## src/rtl/core/blss_pkg.sv

```systemverilog
// ----------------------------------------------------------------------------
// blss_pkg
// Request codes, capacity and item field widths shared by the linked sequence store.
// ----------------------------------------------------------------------------
`default_nettype none

package blss_pkg;

  // Request kinds carried in the input tuser field.
  typedef enum logic [2:0] {
    REQ_PUSH_FRONT = 3'd0,
    REQ_PUSH_BACK  = 3'd1,
    REQ_POP_FRONT  = 3'd2,
    REQ_POP_BACK   = 3'd3,
    REQ_DELETE_AT  = 3'd4
  } req_e;

  // Number of slots in the pool; the count and position fields are sized for it.
  localparam int unsigned Capacity = 64;

  localparam int unsigned ReqW    = 3;
  localparam int unsigned ValueW  = 32;
  localparam int unsigned PosW    = 6;
  localparam int unsigned CountW  = 7;
  localparam int unsigned InDataW = 40;
  localparam int unsigned OutDataW = 40;
  localparam int unsigned OutUserW = 2;

endpackage

`default_nettype wire

```

## src/rtl/core/bounded_linked_sequence_store.sv

```systemverilog
// ----------------------------------------------------------------------------
// bounded_linked_sequence_store
// Bounded doubly linked deque of signed 32-bit values in a fixed slot pool.
// ----------------------------------------------------------------------------
// Each item is one request and yields exactly one result item. The entries sit
// in three single-port-read memories (values, forward links, backward links)
// with a registered read, so every request is handled by a small sequencer.
// Rejected requests go from decode straight to the result state, pushes and
// end pops pass through their update state, and a delete at a middle position
// walks forward links from the head, one link per cycle, then unlinks the entry.
// Slots never handed out are tracked by a fill counter, so no clearing pass is
// needed after reset. The output register lets a finished result wait while
// the next item is accepted.
`default_nettype none

module bounded_linked_sequence_store (
  input  wire logic                           clk_i,
  input  wire logic                           rst_ni,
  // Input items.
  input  wire logic                           s_axis_tvalid,
  output logic                                s_axis_tready,
  // [31:0] value, [37:32] position, [39:38] zero
  input  wire logic [blss_pkg::InDataW-1:0]   s_axis_tdata,
  // [2:0] req_type
  input  wire logic [blss_pkg::ReqW-1:0]      s_axis_tuser,
  // Result items.
  output logic                                m_axis_tvalid,
  input  wire logic                           m_axis_tready,
  // [6:0] count, [38:7] removed_value, [39] zero
  output logic [blss_pkg::OutDataW-1:0]       m_axis_tdata,
  // [0] status, [1] removed_valid
  output logic [blss_pkg::OutUserW-1:0]       m_axis_tuser
);
  import blss_pkg::*;

  localparam int unsigned AW   = (Capacity > 1) ? $clog2(Capacity) : 1;
  localparam int unsigned CW   = $clog2(Capacity + 1);
  localparam int unsigned CMPW = (CW > PosW) ? CW : PosW;

  typedef enum logic [3:0] {
    ST_IDLE, ST_DECODE, ST_PUSH, ST_POPF, ST_POPB, ST_WALK, ST_UNLINK, ST_FREE,
    ST_RESULT
  } state_e;

  // Memories.
  logic signed [ValueW-1:0] val_mem [Capacity];
  logic [AW-1:0]            nxt_mem [Capacity];
  logic [AW-1:0]            prv_mem [Capacity];

  logic [AW-1:0]            rd_addr;
  logic signed [ValueW-1:0] val_rd_q;
  logic [AW-1:0]            nxt_rd_q, prv_rd_q;

  logic                     val_we, nxt_we, prv_we;
  logic [AW-1:0]            val_wa, nxt_wa, prv_wa;
  logic signed [ValueW-1:0] val_wd;
  logic [AW-1:0]            nxt_wd, prv_wd;

  // Control and list state.
  state_e                   state_q, state_d;
  logic [AW-1:0]            head_q, head_d, tail_q, tail_d;
  logic [AW-1:0]            free_q, free_d, cur_q, cur_d;
  logic [CW-1:0]            cnt_q, cnt_d, fresh_q, fresh_d;
  logic [PosW-1:0]          step_q, step_d;
  logic [ReqW-1:0]          req_q;
  logic signed [ValueW-1:0] val_q;
  logic [PosW-1:0]          pos_q;
  logic                     rej_q, rej_d, took_q, took_d;
  logic signed [ValueW-1:0] rem_q, rem_d;
  logic                     out_valid_q;
  logic [CountW-1:0]        out_cnt_q;
  logic signed [ValueW-1:0] out_rem_q;
  logic                     out_status_q, out_took_q;

  logic                     full, empty, pos_bad, pos_last, is_fresh, load_out;
  logic [AW-1:0]            free_inc;
  logic [CW-1:0]            cnt_m1;

  assign s_axis_tready = (state_q == ST_IDLE);
  assign m_axis_tvalid = out_valid_q;
  assign m_axis_tdata  = {1'b0, out_rem_q, out_cnt_q};
  assign m_axis_tuser  = {out_took_q, out_status_q};

  assign full     = (cnt_q == CW'(Capacity));
  assign empty    = (cnt_q == '0);
  assign cnt_m1   = cnt_q - CW'(1);
  assign pos_bad  = (CMPW'(pos_q) >= CMPW'(cnt_q));
  assign pos_last = (CMPW'(pos_q) == CMPW'(cnt_m1));
  assign is_fresh = (fresh_q < CW'(Capacity)) && (CW'(free_q) == fresh_q);
  assign free_inc = (free_q == AW'(Capacity - 1)) ? '0 : free_q + AW'(1);
  assign load_out = (state_q == ST_RESULT) && (!out_valid_q || m_axis_tready);

  // Memory ports: one write per array and a shared registered read.
  always_ff @(posedge clk_i) begin
    if (val_we) val_mem[val_wa] <= val_wd;
    if (nxt_we) nxt_mem[nxt_wa] <= nxt_wd;
    if (prv_we) prv_mem[prv_wa] <= prv_wd;
    val_rd_q <= val_mem[rd_addr];
    nxt_rd_q <= nxt_mem[rd_addr];
    prv_rd_q <= prv_mem[rd_addr];
  end

  // Sequencer for one request.
  always_comb begin
    state_d = state_q;
    head_d  = head_q;
    tail_d  = tail_q;
    free_d  = free_q;
    cur_d   = cur_q;
    cnt_d   = cnt_q;
    fresh_d = fresh_q;
    step_d  = step_q;
    rej_d   = rej_q;
    took_d  = took_q;
    rem_d   = rem_q;
    rd_addr = head_q;
    val_we  = 1'b0; val_wa = free_q; val_wd = val_q;
    nxt_we  = 1'b0; nxt_wa = free_q; nxt_wd = head_q;
    prv_we  = 1'b0; prv_wa = head_q; prv_wd = free_q;
    unique case (state_q) inside
      ST_IDLE: begin
        if (s_axis_tvalid) state_d = ST_DECODE;
      end
      ST_DECODE: begin
        rej_d  = 1'b0;
        took_d = 1'b0;
        rem_d  = '0;
        state_d = ST_RESULT;
        unique case (req_q) inside
          REQ_PUSH_FRONT, REQ_PUSH_BACK: begin
            rd_addr = free_q;
            if (full) rej_d = 1'b1;
            else state_d = ST_PUSH;
          end
          REQ_POP_FRONT: begin
            rd_addr = head_q;
            if (empty) rej_d = 1'b1;
            else state_d = ST_POPF;
          end
          REQ_POP_BACK: begin
            rd_addr = tail_q;
            if (empty) rej_d = 1'b1;
            else state_d = ST_POPB;
          end
          REQ_DELETE_AT: begin
            if (pos_bad) begin
              rej_d = 1'b1;
            end else if (pos_q == '0) begin
              rd_addr = head_q;
              state_d = ST_POPF;
            end else if (pos_last) begin
              rd_addr = tail_q;
              state_d = ST_POPB;
            end else begin
              rd_addr = head_q;
              step_d  = '0;
              state_d = ST_WALK;
            end
          end
          default: rej_d = 1'b1;
        endcase
      end
      ST_PUSH: begin
        val_we = 1'b1;
        if (is_fresh) begin
          free_d  = free_inc;
          fresh_d = fresh_q + CW'(1);
        end else begin
          free_d = nxt_rd_q;
        end
        cnt_d = cnt_q + CW'(1);
        if (empty) begin
          head_d = free_q;
          tail_d = free_q;
        end else if (req_q == REQ_PUSH_FRONT) begin
          nxt_we = 1'b1; nxt_wa = free_q; nxt_wd = head_q;
          prv_we = 1'b1; prv_wa = head_q; prv_wd = free_q;
          head_d = free_q;
        end else begin
          prv_we = 1'b1; prv_wa = free_q; prv_wd = tail_q;
          nxt_we = 1'b1; nxt_wa = tail_q; nxt_wd = free_q;
          tail_d = free_q;
        end
        state_d = ST_RESULT;
      end
      ST_POPF, ST_POPB: begin
        took_d = 1'b1;
        rem_d  = val_rd_q;
        cnt_d  = cnt_m1;
        nxt_we = 1'b1;
        nxt_wa = (state_q == ST_POPF) ? head_q : tail_q;
        nxt_wd = free_q;
        free_d = nxt_wa;
        if (cnt_q == CW'(1)) begin
          head_d = '0;
          tail_d = '0;
        end else if (state_q == ST_POPF) begin
          head_d = nxt_rd_q;
        end else begin
          tail_d = prv_rd_q;
        end
        state_d = ST_RESULT;
      end
      ST_WALK: begin
        // One forward link per cycle, read address taken from the last read.
        rd_addr = nxt_rd_q;
        cur_d   = nxt_rd_q;
        step_d  = step_q + PosW'(1);
        if (step_d == pos_q) state_d = ST_UNLINK;
      end
      ST_UNLINK: begin
        rem_d  = val_rd_q;
        nxt_we = 1'b1; nxt_wa = prv_rd_q; nxt_wd = nxt_rd_q;
        prv_we = 1'b1; prv_wa = nxt_rd_q; prv_wd = prv_rd_q;
        state_d = ST_FREE;
      end
      ST_FREE: begin
        // A middle entry always leaves at least two behind.
        took_d = 1'b1;
        nxt_we = 1'b1; nxt_wa = cur_q; nxt_wd = free_q;
        free_d = cur_q;
        cnt_d  = cnt_m1;
        state_d = ST_RESULT;
      end
      ST_RESULT: begin
        if (load_out) state_d = ST_IDLE;
      end
      default: state_d = ST_IDLE;
    endcase
  end

  // State, list registers and the result register.
  always_ff @(posedge clk_i or negedge rst_ni) begin
    if (!rst_ni) begin
      state_q      <= ST_IDLE;
      head_q       <= '0;
      tail_q       <= '0;
      free_q       <= '0;
      cnt_q        <= '0;
      fresh_q      <= '0;
      out_valid_q  <= 1'b0;
      out_status_q <= 1'b0;
      out_took_q   <= 1'b0;
      out_rem_q    <= '0;
      out_cnt_q    <= '0;
    end else begin
      state_q <= state_d;
      head_q  <= head_d;
      tail_q  <= tail_d;
      free_q  <= free_d;
      cnt_q   <= cnt_d;
      fresh_q <= fresh_d;
      if (load_out) out_valid_q <= 1'b1;
      else if (m_axis_tready) out_valid_q <= 1'b0;
      if (load_out) begin
        out_status_q <= rej_q;
        out_took_q   <= took_q;
        out_rem_q    <= took_q ? rem_q : '0;
        out_cnt_q    <= CountW'(cnt_q);
      end
    end
  end

  // Payload registers.
  always_ff @(posedge clk_i) begin
    cur_q  <= cur_d;
    step_q <= step_d;
    rej_q  <= rej_d;
    took_q <= took_d;
    rem_q  <= rem_d;
    if (s_axis_tvalid && s_axis_tready) begin
      req_q <= s_axis_tuser;
      val_q <= s_axis_tdata[ValueW-1:0];
      pos_q <= s_axis_tdata[ValueW +: PosW];
    end
  end

endmodule

`default_nettype wire
```

## config.mk

```make
export PLATFORM = sky130hd
export DESIGN_NAME = bounded_linked_sequence_store
export DESIGN_NICKNAME = d
export VERILOG_FILES = /design/src/rtl/core/blss_pkg.sv /design/src/rtl/core/bounded_linked_sequence_store.sv
export SDC_FILE = /design/constraint.sdc
export NUM_CORES = 2
export LEC_CHECK = 0
export BUFFER_PORTS_ARGS = -buffer_cell sky130_fd_sc_hd__buf_4
export CAP_MARGIN = 20
export CORE_MARGIN = 1
export CORE_UTILIZATION = 25
export DETAILED_ROUTE_END_ITERATION = 10
export GPL_TIMING_DRIVEN = 1
export RECOVER_POWER = 100
export SYNTH_ARGS = -nofsm -noshare
export SYNTH_HDL_FRONTEND = slang
export SYNTH_SLANG_ARGS = --single-unit
```

## constraint.sdc

```tcl
create_clock -name clk_i -period 4.4 [get_ports clk_i]
set_input_delay 0.22 -clock clk_i [delete_from_list [all_inputs] [get_ports clk_i]]
set_output_delay 0.22 -clock clk_i [all_outputs]
set_load 0.02 [all_outputs]
```

# After elaboration in Yosys (flattened, before gate mapping)

Memories as Yosys holds them, arrays and structs flattened. A register that Yosys moved wholly into a read port is not among the register bits.
Index checks and enable logic that the tools add are counted.

Register bits after elaboration: 165
Latch bits: 0
Bits in writable memories: 2816
Bits in read-only memories: 0
Bits of input ports: 47
Word-level logic and storage cells: 149
Memories: 3

$add $sub $neg: 5
$mul: 0
Div/mod/pow operators: 0
$lt $le $gt $ge: 2
Equality and inequality tests: 29
Shift-type cells: 0
Mux-type cells: 63
Bitwise gates (word level): 0
Reduce and logical (&&, ||, !) cells: 28

Memories:

| memory  | words | width | rd ports | clocked after Yosys merged registers in | wr ports | RTL line                            | text |
|---|---|---|---|---|---|---|---|
| val_mem | 64    | 32    | 1        | 1                                       | 1        | bounded_linked_sequence_store.sv:46 | `logic signed [ValueW-1:0] val_mem [Capacity];` |
| nxt_mem | 64    | 6     | 1        | 1                                       | 1        | bounded_linked_sequence_store.sv:47 | `logic [AW-1:0] nxt_mem [Capacity];` |
| prv_mem | 64    | 6     | 1        | 1                                       | 1        | bounded_linked_sequence_store.sv:48 | `logic [AW-1:0] prv_mem [Capacity];` |

Operator list:

| cell                | number |
|---|---|
| $mux 6              | 22 |
| $pmux 6 s2          | 6 |
| $pmux 32 s2         | 1 |
| $pmux 6 s3          | 3 |
| $mux 32             | 1 |
| $mux 4              | 7 |
| $pmux 4 s6          | 1 |
| $pmux 6 s4          | 1 |
| $eq 4x3->1 const B  | 4 |
| $pmux 4 s4          | 1 |
| $add 7x1->7 const B | 2 |
| $eq 6x7->1          | 2 |
| $mux 1              | 14 |
| $pmux 7 s2          | 1 |
| $add 6x1->6 const B | 2 |
| $ne 3x3->1 const B  | 4 |
| $reduce_bool 2->1   | 6 |
| $ne 2x2->1 const B  | 5 |
| $reduce_and 3->1    | 3 |
| $eq 4x2->1 const B  | 2 |
| $reduce_or 4->1     | 2 |
| $eq 7x1->1 const B  | 1 |
| $eq 7x7->1 const B  | 1 |
| $ge 6x7->1          | 1 |
| other kinds (25)    | 34 |

# Logic depth before layout (Yosys ltp)

Depth after elaboration: 7
Mapped depth: 19
Depth with buffers taken out: 12

# Worst setup path after synthesis

OpenSTA, ideal clock, no wires.

Path type: register -> register
From: reg cnt_q[5]
To: mem nxt_mem[24][0] (netlist bit) (enable)
Library setup time: 0.350 ns
Data arrival time: 3.559 ns
Data required time: 4.050 ns
Setup slack: 0.491 ns
Stages on the path, launching flop included: 15
Buffers on the path: 4
Period minus slack after synthesis: 3.909 ns
Cells stage by stage: dfrtp_1 buf_2 or4_1 nor2_1 nand2_1 o21a_1 clkbuf_1 buf_1 mux2i_1 o21ai_0 a211o_1 or2_2 or2_2 clkbuf_1 nor2_1

Cells in the longest elaborated chain, start to end: 5

RTL lines:

| what                         | RTL line                             | text |
|---|---|---|
| start, declared              | bounded_linked_sequence_store.sv:63  | `logic [CW-1:0] cnt_q, cnt_d, fresh_q, fresh_d;` |
| start signal, assigned       | bounded_linked_sequence_store.sv:251 | `cnt_q <= cnt_d;` |
| $logic_not 7->1 (*)          | bounded_linked_sequence_store.sv:85  | `assign empty = (cnt_q == '0);` |
| $mux 1                       | bounded_linked_sequence_store.sv:172 | `if (empty) begin` |
| $pmux 1 s2                   | bounded_linked_sequence_store.sv:120 | `unique case (state_q) inside` |
| $mux 1                       | bounded_linked_sequence_store.sv:96  | `if (nxt_we) nxt_mem[nxt_wa] <= nxt_wd;` |
| $mux 1 (not written as such) | bounded_linked_sequence_store.sv:96  |  |
| end, declared                | bounded_linked_sequence_store.sv:47  |  |

Every way passes the cells marked *; elsewhere a longest branch is shown, timed or not.

# Worst setup path after layout

From: reg state_q[1]
To: mem prv_mem[20][3] (netlist bit) (enable)

Cells in the longest elaborated chain, start to end: 4

RTL lines:

| what                                                      | RTL line                             | text |
|---|---|---|
| start, declared                                           | bounded_linked_sequence_store.sv:60  | `state_e state_q, state_d;` |
| start signal, assigned                                    | bounded_linked_sequence_store.sv:247 | `state_q <= state_d;` |
| $eq 4x3->1 (no line) / $eq 4x2->1 (equally long branches) | -                                    |  |
| $pmux 1 s2                                                | bounded_linked_sequence_store.sv:120 |  |
| $mux 1                                                    | bounded_linked_sequence_store.sv:97  | `if (prv_we) prv_mem[prv_wa] <= prv_wd;` |
| $mux 1 (not written as such)                              | bounded_linked_sequence_store.sv:97  |  |
| end, declared                                             | bounded_linked_sequence_store.sv:48  |  |

Several ways; a longest one is shown, not always the timed one.

==> impl_metrics.py <==
metrics = {
    "setup_path": {
        "worstPathCellList": "clkbuf_1 > nand3_1 > clkbuf_1 > o21ai_0 > a21oi_1 > nand3_1 > buf_4 > nor2_1 > buf_4",
        "cp_max_fo": 24,
        "critPathSlowestCell": "clkbuf_1",
        "cp.required_ns": 4.95,
        "max_stage_delay_ns": 1.02,
        "cp.arrival_ns": 5.02,
        "cp-start-kind": "flop",
        "ff2ff_path_depth": 9,
        "worstSetupPathType": "flop to flop",
        "end_kind": "flop",
    },
    "grt": {
        "grt_pass1_vias": 73100,
        "gr-total-overflow": 0,
        "grt_max_degree": 80,
        "antenna_found_initial": 29,
        "grt.total_usage": 0.152,
        "grt_pass1_wl_um": 541000,
    },
    "route": {
        "wl_um": 383000,
        "first_iter_violations": 10800,
        "postRouteAntennaNets": 0,
        "drtPass1Iterations": 11,
        "viasPerCell": 4.91,
        "avgRoutedWirePerCell_um": 24.6,
        "drcViolationCount": 29,
        "num_vias": 76600,
    },
    "yosys": {
        "ys.flop_type": "edfxtp_1",
        "ys_warn_count": 0,
        "ys_types": 93,
        "synthArstFlopShare": 0.0258,
        "ys_top_cells_by_area": "edfxtp_1, nand2_1, mux4_2",
        "synth-seq-cells": 3025,
        "syn_nets": 8199,
        "syn_avg_cell_area_sq_um": 14.8,
        "synth_edf_count": 2903,
        "synthesis.area_sq_um": 120000,
        "synth_top_cell_by_area": "edfxtp_1",
        "seq_area_frac_synth": 0.749,
        "synth_top_area_frac": 0.725,
        "synth_cells": 8139,
    },
    "layout": {
        "finish.utilization": 0.306,
        "drive_gt1_frac": 0.196,
        "most-common-layout-cells": "edfxtp_1, nand2_1, buf_4",
        "multi_input_area_sq_um": 28600,
        "ff_latch_area_sq_um": 90000,
        "nets": 9019,
        "nFillCells": 47100,
        "area_growth_pct": 21.9,
        "final_common_cell": "edfxtp_1",
    },
    "pwr": {
        "p_leak_nw": 49.1,
        "p_per_area_nw_per_um2": 766,
        "peakVddDrop_v": 0.000740,
    },
    "hold_path": {
        "hold_path.class": "input port to flop",
        "hold_depth": 2,
    },
    "cts": {
        "cts_tree": "yes",
        "htreeDepth": 5,
        "numCtsBuffers": 296,
        "worstSkewPairLatency_ns": 0.90,
        "clk_path_buf_depth": 4,
        "cts-root-buf": "clkbuf_16",
        "cts.clk_slew.worst_paths_ns": 0.06,
        "cts.sinks": 3025,
    },
    "timing": {
        "worstMarginPinSlew_ns": 4.10,
        "finalMaxSlewViolations": 2219,
        "fmax_ghz": 0.224,
        "whs_ns": 0.0644,
        "rsz0062_at_grt": "true",
        "setup_viol": 14,
        "relSlewSlack": -1.74,
        "hold_viol": 0,
        "post-route-min-period_ns": 4.46,
        "fin_ws_ns": -0.0604,
        "fin_crit_sh": 1.01,
        "fin_skew_ns": 0.0698,
    },
    "placement": {
        "gp_congestion": 0.873,
        "io_buffers": 87,
        "dp_hpwl_um": 235000,
    },
    "run_status": {
        "violations": "design-rule violations, max-capacitance violations, max-slew violations, negative setup slack",
        "run_status": "finished with violations",
    },
    "die": {
        "coreArea_sq_um": 479000,
        "row_count": 254,
        "io_pins": 91,
        "die-height_um": 695,
        "initial_utilization": 0.251,
        "die_area_sq_um": 484000,
        "die_x_um": 695,
    },
    "run": {
        "cap_violations": 36,
    },
}
-- cell families (layout without fill, tap and decap cells) --
kind of cell / count (synthesis) / in the layout / share of synthesized area
flops: 3025 / 3025 / 0.749
other cells: 1 / 10 / 0.0000312
fa+ha+maj: 13 / 13 / 0.00135
xor+xnor: 34 / 34 / 0.00248
simple gates: 2829 / 2829 / 0.103
buf+inv: 609 / 1653 / 0.0233
mux: 406 / 406 / 0.0534
compound gates: 1222 / 1222 / 0.0676
-- report_power, final --
group | total (mW) | internal, mW | switching [mW]
logic | 51.0 | 18.4 | 32.6
clock network | 25.1 | 14.3 | 10.8
registers | 36.1 | 35.2 | 0.942
total | 112 | 67.9 | 44.4
-- stage by stage --
stage               power [mW]  cell area, sq um  TNS (ns)  worst slack, ns  std cells
floorplan                 59.9            120000         0            0.491       8139
global placement          84.8            136000     -8.93            -1.62      15000
detailed placement        85.1            136000     -4.73           -0.512      15000
CTS                        111            146000   -0.0333          -0.0279      15500
global route               116            147000    -0.802          -0.0897      15600
finish                     112            147000    -0.452          -0.0604      15600
-- worst max-delay path, delay by kind of cell (launching register included) --
family          cells  cell delay, ns
buf+inv             4            1.72
compound gates      2            1.26
simple gates        3            0.82
flops               1            0.37
-- Yosys cell counts, types with 59 or more instances --
cell	count
nor2_1	268
nand2_1	1550
buf_1	67
and3_1	78
o21ai_0	95
clkbuf_1	292
a21oi_1	408
o31ai_1	59
dfrtp_1	78
buf_2	130
a31oi_1	165
nand3_1	657
a22oi_1	81
mux4_2	184
o311ai_0	60
mux2i_1	176
edfxtp_1	2903
-- timing repair --
item                                    CTS  global route
cloned                                    2            11
pin swaps                                 6            17
hold buffers                             46             0
hold endpoints to repair                 91             0
resized for setup                        54            95
endpoints found under the setup margin   34           149
buffers inserted                          1            24
-- final cells by class --
class	count	area share
Sequential cell	3025	0.614
Multi-Input combinational cell	4505	0.195
Timing Repair Buffer	1077	0.0704
Clock buffer	386	0.0551
Tap cell	6400	0.0546
Clock inverter	136	0.00880
Inverter	54	0.00138
Antenna cell	9	0.000154
-- state kept, by name, indices dropped and copies added, names as in the netlist, 3 cells and up --
| signal | flops |
|---|---|
| cnt_q | 7 |
| cur_q | 6 |
| free_q | 6 |
| fresh_q | 7 |
| head_q | 6 |
| nxt_mem | 384 |
| nxt_rd_q | 6 |
| out_cnt_q | 7 |
| out_rem_q | 32 |
| pos_q | 6 |
| prv_mem | 384 |
| prv_rd_q | 6 |
| rem_q | 32 |
| req_q | 3 |
| state_q | 4 |
| step_q | 6 |
| tail_q | 6 |
| val_mem | 2048 |
| val_q | 32 |
| val_rd_q | 32 |
-- per-layer routing --
| layer | wire [um] | part of all wire | track usage | up-vias |
|---|---|---|---|---|
| met2 | 173000 | 0.45 | 0.237 | 4003 |
| met4 | 15800 | 0.041 | 0.0584 | 12 |
| li1 | - | - | - | 32800 |
| met3 | 39700 | 0.10 | 0.0298 | 671 |
| met1 | 155000 | 0.40 | 0.208 | 39100 |
| met5 | 90 | 0.00023 | 0 | - |
-- path summary, 6_finish.rpt --
check	from	end	slack (ns)
min in group asynchronous	rst_ni	head_q[1]	1.40
hold / removal	s_axis_tdata[24]	val_q[24]	0.06
setup / recovery	state_q[1]	prv_mem[20][3]	-0.06
max in group asynchronous	rst_ni	cnt_q[4]	0.92
setup reg to reg	state_q[1]	prv_mem[20][3]	-0.06
hold reg to reg	out_rem_q[11]	out_rem_q[11]	0.48
(Power assumes the default switching activity.)
